$ cat src/rtl/core/tte_pkg.sv
// Shared types and codes for the timer table with ordered expiry.
`timescale 1ns / 1ps
package tte_pkg;
	localparam logic [2:0] FUNC_TICK  = 3'd0;
	localparam logic [2:0] FUNC_START = 3'd1;
	localparam logic [2:0] FUNC_STOP  = 3'd2;
	localparam logic [2:0] FUNC_GET   = 3'd3;
	localparam logic [2:0] FUNC_SET   = 3'd4;

	localparam logic [2:0] KIND_STARTED = 3'd0;
	localparam logic [2:0] KIND_STOPPED = 3'd1;
	localparam logic [2:0] KIND_READ    = 3'd2;
	localparam logic [2:0] KIND_SET     = 3'd3;
	localparam logic [2:0] KIND_EXPIRED = 3'd4;
	localparam logic [2:0] KIND_DONE    = 3'd5;

	typedef struct packed {
		logic load;
		logic scan_clr;
		logic scan_step;
		logic apply;
		logic exp_step;
		logic emit;
		logic emit_expired;
		logic emit_done;
	} tte_cmd_t;

	typedef struct packed {
		logic scan_end;
		logic is_tick;
		logic func_ok;
		logic any_pending;
	} tte_sts_t;
endpackage

$ cat src/rtl/core/timer_table_with_ordered_expiry_top.sv
// Top level of the timer table with ordered expiry.
// Start, stop, get, set: a scan over all timer slots, then an apply state that also emits the result.
// Tick: a scan that adds the tick delta to each live timer, then for each expired timer a selection pass over
// all slots and an emit, then the done item. Unknown codes: a scan only, no result.
// Results appear on valid in the cycle after emission; the receiver cannot stall.
// Reset clears all live flags and the id counter at once; no clearing pass.
`timescale 1ns / 1ps
module timer_table_with_ordered_expiry_top #(
	parameter int NUM_TIMERS = 16
) (
	input  logic        clk,
	input  logic        arst_n,
	input  logic        start,
	output logic        busy,
	input  logic [2:0]  func,
	input  logic [15:0] delta_ticks,
	input  logic [31:0] duration_ticks,
	input  logic [31:0] handle_id,
	input  logic [31:0] new_elapsed,
	output logic        valid,
	output logic [2:0]  kind,
	output logic [31:0] result_id,
	output logic [31:0] elapsed_out,
	output logic        found,
	output logic        last
);
	tte_pkg::tte_cmd_t cmd;
	tte_pkg::tte_sts_t sts;

	tte_ctrl u_ctrl (
		.clk(clk), .arst_n(arst_n), .start(start), .busy(busy), .cmd(cmd), .sts(sts)
	);

	tte_dp #(.NUM_TIMERS(NUM_TIMERS)) u_dp (
		.clk(clk), .arst_n(arst_n), .cmd(cmd), .sts(sts),
		.func(func), .delta_ticks(delta_ticks), .duration_ticks(duration_ticks),
		.handle_id(handle_id), .new_elapsed(new_elapsed),
		.valid(valid), .kind(kind), .result_id(result_id),
		.elapsed_out(elapsed_out), .found(found), .last(last)
	);
endmodule

$ cat src/rtl/core/tte_ctrl.sv
// Controller state machine for the timer table.
`timescale 1ns / 1ps
module tte_ctrl (
	input  logic              clk,
	input  logic              arst_n,
	input  logic              start,
	output logic              busy,
	output tte_pkg::tte_cmd_t cmd,
	input  tte_pkg::tte_sts_t sts
);
	typedef enum logic [5:0] {
		ST_IDLE  = 6'b000001,
		ST_SCAN  = 6'b000010,
		ST_APPLY = 6'b000100,
		ST_SEL   = 6'b001000,
		ST_EMIT  = 6'b010000,
		ST_DONE  = 6'b100000
	} state_t;

	state_t state_q, state_d;

	always_ff @(posedge clk or negedge arst_n) begin
		if (!arst_n) state_q <= ST_IDLE;
		else state_q <= state_d;
	end

	always_comb begin
		cmd = '0;
		state_d = state_q;
		unique case (state_q)
			ST_IDLE: begin
				if (start) begin
					cmd.load = 1'b1;
					cmd.scan_clr = 1'b1;
					state_d = ST_SCAN;
				end
			end
			ST_SCAN: begin
				cmd.scan_step = 1'b1;
				if (sts.scan_end) begin
					if (!sts.func_ok) state_d = ST_IDLE;
					else if (sts.is_tick) state_d = ST_SEL;
					else state_d = ST_APPLY;
					cmd.scan_clr = 1'b1;
				end
			end
			ST_APPLY: begin
				cmd.apply = 1'b1;
				cmd.emit = 1'b1;
				state_d = ST_IDLE;
			end
			ST_SEL: begin
				if (!sts.any_pending) begin
					state_d = ST_DONE;
				end else begin
					cmd.exp_step = 1'b1;
					if (sts.scan_end) state_d = ST_EMIT;
				end
			end
			ST_EMIT: begin
				cmd.emit = 1'b1;
				cmd.emit_expired = 1'b1;
				cmd.scan_clr = 1'b1;
				state_d = ST_SEL;
			end
			ST_DONE: begin
				cmd.emit = 1'b1;
				cmd.emit_done = 1'b1;
				state_d = ST_IDLE;
			end
			default: state_d = ST_IDLE;
		endcase
	end

	assign busy = (state_q != ST_IDLE);
endmodule

$ cat src/rtl/core/tte_dp.sv
// Datapath: timer slot memory, scan index, expiry selection and result registers.
`timescale 1ns / 1ps
module tte_dp #(
	parameter int NUM_TIMERS = 16
) (
	input  logic              clk,
	input  logic              arst_n,
	input  tte_pkg::tte_cmd_t cmd,
	output tte_pkg::tte_sts_t sts,
	input  logic [2:0]        func,
	input  logic [15:0]       delta_ticks,
	input  logic [31:0]       duration_ticks,
	input  logic [31:0]       handle_id,
	input  logic [31:0]       new_elapsed,
	output logic              valid,
	output logic [2:0]        kind,
	output logic [31:0]       result_id,
	output logic [31:0]       elapsed_out,
	output logic              found,
	output logic              last
);
	localparam int IW = (NUM_TIMERS > 1) ? $clog2(NUM_TIMERS) : 1;
	localparam logic [IW-1:0] LAST_IDX = IW'(NUM_TIMERS - 1);

	logic [31:0] id_mem [NUM_TIMERS];
	logic [31:0] dur_mem [NUM_TIMERS];
	logic [31:0] el_mem [NUM_TIMERS];
	logic [NUM_TIMERS-1:0] live_q, pend_q;

	logic [2:0]  func_q;
	logic [15:0] delta_q;
	logic [31:0] dur_q, hid_q, nel_q, last_id_q;
	logic [IW-1:0] idx_q, hit_q, best_q;
	logic        hit_v_q, best_v_q;
	logic [31:0] best_over_q;

	logic [31:0] cur_id, cur_dur, cur_el, sum_el, over;
	logic [32:0] sum_w;
	logic        is_tick, func_ok, match, is_free;

	assign cur_id  = id_mem[idx_q];
	assign cur_dur = dur_mem[idx_q];
	assign cur_el  = el_mem[idx_q];
	assign sum_w   = {1'b0, cur_el} + {17'd0, delta_q};
	assign sum_el  = sum_w[32] ? 32'hFFFF_FFFF : sum_w[31:0];
	assign over    = cur_el - cur_dur;
	assign is_tick = (func_q == tte_pkg::FUNC_TICK);
	assign func_ok = (func_q <= tte_pkg::FUNC_SET);
	assign match   = live_q[idx_q] && (cur_id == hid_q);
	assign is_free = !live_q[idx_q];

	assign sts.scan_end    = (idx_q == LAST_IDX);
	assign sts.is_tick     = is_tick;
	assign sts.func_ok     = func_ok;
	assign sts.any_pending = |pend_q;

	always_ff @(posedge clk) begin
		if (cmd.load) begin
			func_q  <= func;
			delta_q <= delta_ticks;
			dur_q   <= duration_ticks;
			hid_q   <= handle_id;
			nel_q   <= new_elapsed;
		end
		if (cmd.scan_clr) idx_q <= '0;
		else if (cmd.scan_step || cmd.exp_step) idx_q <= idx_q + IW'(1);
		if (cmd.scan_step && is_tick && live_q[idx_q]) el_mem[idx_q] <= sum_el;
		if (cmd.apply && func_q == tte_pkg::FUNC_START && hit_v_q) begin
			id_mem[hit_q]  <= last_id_q + 32'd1;
			dur_mem[hit_q] <= dur_q;
			el_mem[hit_q]  <= '0;
		end
		if (cmd.apply && func_q == tte_pkg::FUNC_SET && hit_v_q) el_mem[hit_q] <= nel_q;
		if (cmd.load) begin
			hit_v_q <= 1'b0;
		end else if (cmd.scan_step && !hit_v_q) begin
			if ((func_q == tte_pkg::FUNC_START) ? is_free : match) begin
				hit_v_q <= 1'b1;
				hit_q   <= idx_q;
			end
		end
		if (cmd.scan_clr) best_v_q <= 1'b0;
		else if (cmd.exp_step && pend_q[idx_q] && (!best_v_q || over > best_over_q)) begin
			best_v_q    <= 1'b1;
			best_q      <= idx_q;
			best_over_q <= over;
		end
		if (cmd.emit) begin
			priority if (cmd.emit_expired) begin
				kind        <= tte_pkg::KIND_EXPIRED;
				result_id   <= id_mem[best_q];
				elapsed_out <= el_mem[best_q];
				found       <= 1'b1;
				last        <= 1'b0;
			end else if (cmd.emit_done) begin
				kind        <= tte_pkg::KIND_DONE;
				result_id   <= '0;
				elapsed_out <= '0;
				found       <= 1'b0;
				last        <= 1'b1;
			end else begin
				found <= hit_v_q;
				last  <= 1'b1;
				unique case (func_q)
					tte_pkg::FUNC_START: begin
						kind        <= tte_pkg::KIND_STARTED;
						result_id   <= hit_v_q ? last_id_q + 32'd1 : '0;
						elapsed_out <= '0;
					end
					tte_pkg::FUNC_STOP: begin
						kind        <= tte_pkg::KIND_STOPPED;
						result_id   <= hid_q;
						elapsed_out <= '0;
					end
					tte_pkg::FUNC_GET: begin
						kind        <= tte_pkg::KIND_READ;
						result_id   <= hid_q;
						elapsed_out <= hit_v_q ? el_mem[hit_q] : '0;
					end
					default: begin
						kind        <= tte_pkg::KIND_SET;
						result_id   <= hid_q;
						elapsed_out <= '0;
					end
				endcase
			end
		end
	end

	always_ff @(posedge clk or negedge arst_n) begin
		if (!arst_n) begin
			live_q    <= '0;
			pend_q    <= '0;
			last_id_q <= '0;
			valid     <= 1'b0;
		end else begin
			valid <= cmd.emit;
			if (cmd.scan_step && is_tick && live_q[idx_q])
				pend_q[idx_q] <= (sum_el >= cur_dur);
			if (cmd.apply && hit_v_q) begin
				if (func_q == tte_pkg::FUNC_START) begin
					live_q[hit_q] <= 1'b1;
					last_id_q <= last_id_q + 32'd1;
				end else if (func_q == tte_pkg::FUNC_STOP) begin
					live_q[hit_q] <= 1'b0;
				end
			end
			if (cmd.emit_expired) begin
				live_q[best_q] <= 1'b0;
				pend_q[best_q] <= 1'b0;
			end
		end
	end
endmodule

$ cat config.mk
export PLATFORM = sky130hd
export DESIGN_NAME = timer_table_with_ordered_expiry_top
export DESIGN_NICKNAME = d
export VERILOG_FILES = /design/src/rtl/core/tte_pkg.sv /design/src/rtl/core/timer_table_with_ordered_expiry_top.sv /design/src/rtl/core/tte_ctrl.sv /design/src/rtl/core/tte_dp.sv
export SDC_FILE = /design/constraint.sdc
export NUM_CORES = 2
export LEC_CHECK = 0
export ABC_AREA = 0
export BUFFER_PORTS_ARGS = -buffer_cell sky130_fd_sc_hd__buf_2
export CORE_AREA = 3 3 313 624
export DETAILED_ROUTE_END_ITERATION = 16
export DIE_AREA = 0 0 316 627
export HOLD_SLACK_MARGIN = 0.08
export MAX_ROUTING_LAYER = met4
export PLACE_DENSITY = 0.71
export SLEW_MARGIN = 20
export SYNTH_ARGS = -nofsm -noshare
export SYNTH_HDL_FRONTEND = slang
export SYNTH_SLANG_ARGS = --single-unit
$ cat constraint.sdc
create_clock -name clk -period 9.2 [get_ports clk]
set_input_delay 1.84 -clock clk [delete_from_list [all_inputs] [get_ports clk]]
set_output_delay 1.84 -clock clk [all_outputs]
set_load 0.005 [all_outputs]
# Yosys cells after proc, flatten, opt, wreduce, memory -nomap -nowiden
# Memories as Yosys holds them, arrays and structs flattened. A register that Yosys moved wholly into a read port is not among the register bits.
# Index checks and enable logic that the tools add are counted.
dict set report totals {
  reg_bits 301
  latch_bits 0
  ram_bits 1536
  mem_bits_ro 0
  input_bits 118
  elab_cells 160
  mem_count 3
}
# memory depth word_bits read_ports rd_clocked_by_memory_dff write_ports line_no
set memory_table {}
lappend memory_table {u_dp.dur_mem 16 32 1 1 1 tte_dp.sv:26} ;# logic [31:0] dur_mem [NUM_TIMERS];
lappend memory_table {u_dp.el_mem 16 32 3 3 1 tte_dp.sv:27} ;# logic [31:0] el_mem [NUM_TIMERS];
lappend memory_table {u_dp.id_mem 16 32 2 2 1 tte_dp.sv:25} ;# logic [31:0] id_mem [NUM_TIMERS];
dict set report classes {
  n_addsub 4
  mul 0
  div 0
  magnitude_cmp 9
  eq_ne 16
  shifts 0
  n_mux 68
  bitwise_logic 9
  n_reduce_logical 29
}
# operator count
set op_table {}
lappend op_table {{32-bit two-way mux} 11}
lappend op_table {{16-bit two-way mux} 6}
lappend op_table {{16-bit AND} 3}
lappend op_table {{4-bit two-way mux} 12}
lappend op_table {{32-bit by 16-bit adder with 33-bit output} 1}
lappend op_table {{32-bit by 1-bit adder with 32-bit output (second input constant)} 1}
lappend op_table {{32-bit == test} 1}
lappend op_table {{32-bit >= comparator} 1}
lappend op_table {{32-bit greater-than comparator} 1}
lappend op_table {{16-bit NOT} 2}
lappend op_table {{32-bit OR reduction} 1}
lappend op_table {{32-bit subtractor} 1}
lappend op_table {{1-bit two-way mux} 25}
lappend op_table {{6-bit two-way mux} 4}
lappend op_table {{6-bit one-hot mux with 4 select lines} 1}
lappend op_table {{16-bit bitwise mux} 1}
lappend op_table {{16-bit OR} 1}
lappend op_table {{16-bit OR reduction} 1}
lappend op_table {{4-bit by 5-bit < comparator with 1-bit output (second input constant)} 3}
lappend op_table {{1-bit logical AND} 14}
lappend op_table {{1-bit demux with 4-bit select} 3}
lappend op_table {{4-bit by 1-bit >= comparator with 1-bit output (second input constant)} 3}
lappend op_table {{1-bit binary-select mux with 4-bit select} 2}
lappend op_table {{3-bit by 2-bit == test with 1-bit output (second input constant)} 2}
lappend op_table {{26 further kinds} 34}

# Longest topological paths before layout
dict set report logic_depth {
  ltp_word 11
  mapped_depth 34
  mapped_depth_nobuf 25
}

# Modules after synthesis
# Synthesis repeated with hierarchy kept, for this count alone.
dict set report hier_totals {
  cells_unflattened 4503
  area_unflattened_um2 86760.7
}
# module instances cells_per_inst area_per_inst_um2 seq_area_each_um2
set by_module_without_submodules {}
lappend by_module_without_submodules {tte_dp 1 4458 86332.8 54837.6}
lappend by_module_without_submodules {tte_ctrl 1 45 427.9 151.4}

# Worst setup path before layout
# Ideal clock, no wire load.
dict set report synth_path {
  path_type {reg-to-reg}
  start {register (tool-made name)}
  end {register u_dp.best_over_q[0] (enable)}
  arrival_time_ps 8950
  required_time_ps 8759
  setup_slack_ps -191
  path_stages_with_launch 32
  path_buffers 11
  period_less_slack_ps 9391
  path_cell_list {dfxtp_1 > buf_6 > buf_12 > buf_12 > buf_6 > buf_6 > buf_8 > buf_8 > buf_2 > buf_4 > buf_2 > mux4_2 > mux4_2 > ha_1 > clkbuf_1 > o211ai_1 > nor3_1 > o21ai_0 > o21ai_1 > o221ai_1 > o31a_1 > a2111oi_0 > a311oi_1 > xnor2_1 > ha_1 > nand4_1 > or2_2 > nor4_1 > nand2_1 > a211oi_1 > nor2_1 > a21oi_1}
}
# item line_no
set synth_rtl {}
lappend synth_rtl {{end signal, assigned} tte_dp.sv:86} ;# best_over_q <= over;
lappend synth_rtl {{end, declared} tte_dp.sv:35} ;# logic [31:0] best_over_q;

==> metrics.yaml <==
critical_path:
  slowest_stage: "dfxtp_4"
  slowest_delay_ns: 0.84
  worstPathRequired_ns: 9.65
  worst_setup_path_start_kind: "flop"
  timing_worst_setup_path_type: "flop to flop"
  crit_arrival_ns: 8.71
  endpoint_kind: "flop"
  path_cells: "buf_12, buf_4, mux4_2, mux4_2, inv_1, ha_1, inv_1, nor2_1, nand4_1, o21ai_1, o221ai_1, o31a_1, a2111oi_0, a311oi_1, xnor2_1, ha_1, nand4_1, or2_2, nor4_1, nand2_1, a211oi_1, nor2_1, a21oi_4, buf_4"
  crit_path_max_fanout: 49
power_and_ir_drop:
  p_per_area_nw_per_um2: 240
  p_leak_nw: 31.1
  vdd_ir_drop_max_mv: 0.177
sta:
  skew_ns: 0.0546
  worst_pin_slew_ns: 1.14
  fin_ws_ns: 0.933
  period_share_pct: 89.9
  final_max_slew_viol_count: 0
  setup_viol: 0
  rsz0062_at_grt: "no"
  hold_violations: 0
  fin_setup_tns_ns: 0
  whs_ns: 0.507
  maxSlewHeadroom_pct: 23.7
  fin_crit_ns: 8.27
  timing.fmax_mhz: 121
synthesis:
  ys_types: 86
  synth.area.top_cells: "edfxtp_1 60%, mux4_2 22%, dfrtp_1 2.0%"
  synth_area_um2: 87700
  ys.flop_type: "edfxtp_1"
  seq_area_frac_synth_pct: 62.7
  yosysTopAreaCellShare_pct: 60.3
  syn_nets: 4945
  yosys_warnings: 0
  synth_edf_count: 1760
  syn_inst: 4706
  ys_ff_latch: 1849
  yosysTopAreaCell: "edfxtp_1"
  async_reset_ff_share_pct: 3.84
  syn_avg_cell_area_um2: 18.6
route:
  wl_um: 256000
  ant_nets: 0
  wl_per_cell_um: 33.9
  drcViolationCount: 0
  vias_per_cell: 6.65
  vias: 50200
  first_pass_iters: 6
  drt_iter0_markers: 5446
global_routing:
  grtUsageTotal_pct: 26.7
  antenna_found_initial: 8
  first_global_vias: 51800
  grt_overflow: 0
  grt_pass1_wl_um: 367000
  grt_max_degree: 129
placement:
  placed_area_um2: 92000
  numPortBuffers: 188
  place_ws_ns: 0.974
  gp_congestion: 0.972
  hpwl_um: 160000
final_layout:
  final_util_pct: 51.0
  fin_area_um2: 97500
  fill_cells: 15100
  final_common_cell: "edfxtp_1"
  synthToLayoutAreaGrowth_pct: 11.2
  final_cell_mix: "1760 x edfxtp_1, 850 x mux4_2, 219 x nand2_1"
  layout.nets: 5148
  drive_gt1_share_pct: 30.7
floorplanning:
  die_x_um: 316
  core_area_um2: 191000
  pin_count: 189
  fp.dieH_um: 627
  die_area_um2: 198000
  start_util_pct: 45.9
  num_rows: 227
cts:
  clkSinkCount: 1849
  cts_root_buf: "clkbuf_16"
  cts_buffer_depth: 4
  ctsResizeCount: 0
  ctsHtreeMaxLevel: 4
  clk_pin_slew_ns: 0.07
  cts_inserted_buffers: 170
  cts_hold_buffers: 0
  clkLatencyLatePin_ns: 0.84
  cts_tree: "done"
  cts_setup_buffers: 0
outcome:
  status: "finished, final reports clean"
job:
  cap_viol_max_count: 0
hold_path:
  hold_path_class: "flop to flop"
==> sequential cells by signal, summed over array words and instances (netlist names), 32 cells and up, named ones only <==
register,count
u_dp.nel_q,32
u_dp.dur_mem,512
u_dp.last_id_q,32
u_dp.dur_q,32
u_dp.result_id,32
u_dp.hid_q,32
u_dp.best_over_q,32
u_dp.id_mem,512
u_dp.elapsed_out,32
u_dp.el_mem,512
==> worst max-delay path: cells and delay by family (launching register included) <==
| kind | cells | cell delay (ns) |
|---|---|---|
| AOI/OAI and AO/OA | 7 | 2.67 |
| xor gates and xnor gates | 1 | 0.20 |
| adders and majority gates | 2 | 0.54 |
| buffers and inverters | 5 | 1.26 |
| DFF | 1 | 0.84 |
| muxes | 2 | 0.88 |
| and+or+nand+nor | 7 | 1.43 |
==> cell families after synthesis <==
family / count (synthesis) / share of synthesized area, %
AND/OR/NAND/NOR: 626 / 3.32
flip-flops: 1849 / 62.7
multiplexers: 1026 / 24.7
adder cells (fa/ha/maj): 121 / 1.74
AO/OA/AOI/OAI: 523 / 3.84
buffers and inverters: 404 / 2.09
XOR/XNOR: 157 / 1.57
==> layout make-up <==
type | count | area (um2) | area share, %
clock inverters | 102 | 993 | 1.02
well taps | 2519 | 3150 | 3.23
diodes | 5 | 12.5 | 0.0128
flip-flops and latches | 1849 | 55000 | 56.5
inverters | 113 | 444 | 0.456
repair buffers | 322 | 2190 | 2.25
multi-input cells | 2453 | 31200 | 32.0
clock buffers | 192 | 4400 | 4.51
==> power by group <==
part	switching (mW)	leakage [nW]	total, mW	internal [mW]
Sequential	0.381	16.8	10.5	10.1
Clock	3.14	2.60	7.06	3.92
Combinational	3.52	11.7	5.85	2.33
Total	7.04	31.1	23.4	16.4
==> cells in the mapped netlist (6+ instances only) <==
cell type	count
a22o_1	29
ha_1	119
a22oi_1	33
o22ai_1	18
o21ai_0	128
or2_2	9
dfxtp_1	18
nand2_1	219
inv_1	112
a211oi_1	18
mux4_1	43
dfrtp_1	70
buf_4	23
and3_1	17
or3_1	7
a2bb2oi_1	6
xor2_1	62
o22a_1	11
o21a_1	23
nand3_1	38
buf_1	46
a21o_1	36
clkbuf_1	159
o21bai_1	7
nor3_1	35
xnor2_1	95
a221oi_1	7
nor2_1	180
mux2_2	47
mux2i_1	85
buf_2	48
nor4_1	15
edfxtp_1	1760
nand3b_1	6
o211ai_1	15
buf_6	7
nand2b_1	19
a21oi_1	129
a31oi_1	15
mux4_2	850
nor2b_1	22
and2_1	11
nand4_1	29
==> per-layer routing <==
layer  up-vias  share of wire [%]  track usage (%)
met1     26400                 34             30.1
met3       805                7.5             3.91
met4         0                6.9             15.3
met5         -                  0                -
li1      20100                  -                -
met2      2925                 52             45.2
==> through the flow <==
stage	instances	power, mW
3_3_place_gp	7255	16.4
4_1_cts	7550	23.6
6_report	7555	23.4
2_1_floorplan	4706	14.6
5_1_grt	7555	24.3
3_5_place_dp	7256	16.5
==> final timing paths <==
path                                     from             endpoint  slack (ns)  cells after the start
max                                      flop  u_dp.best_over_q[5]        0.93                     24
min reg2reg                u_dp.last_id_q[31]   u_dp.last_id_q[31]        0.51                      1
max reg2reg                              flop  u_dp.best_over_q[5]        0.93                     24
min in group asynchronous              arst_n    u_dp.last_id_q[9]        0.80                      1
max in group asynchronous              arst_n       u_dp.pend_q[7]        7.17                      2
min                        u_dp.last_id_q[31]   u_dp.last_id_q[31]        0.51                      1
Power figures use the tool's default switching activity.
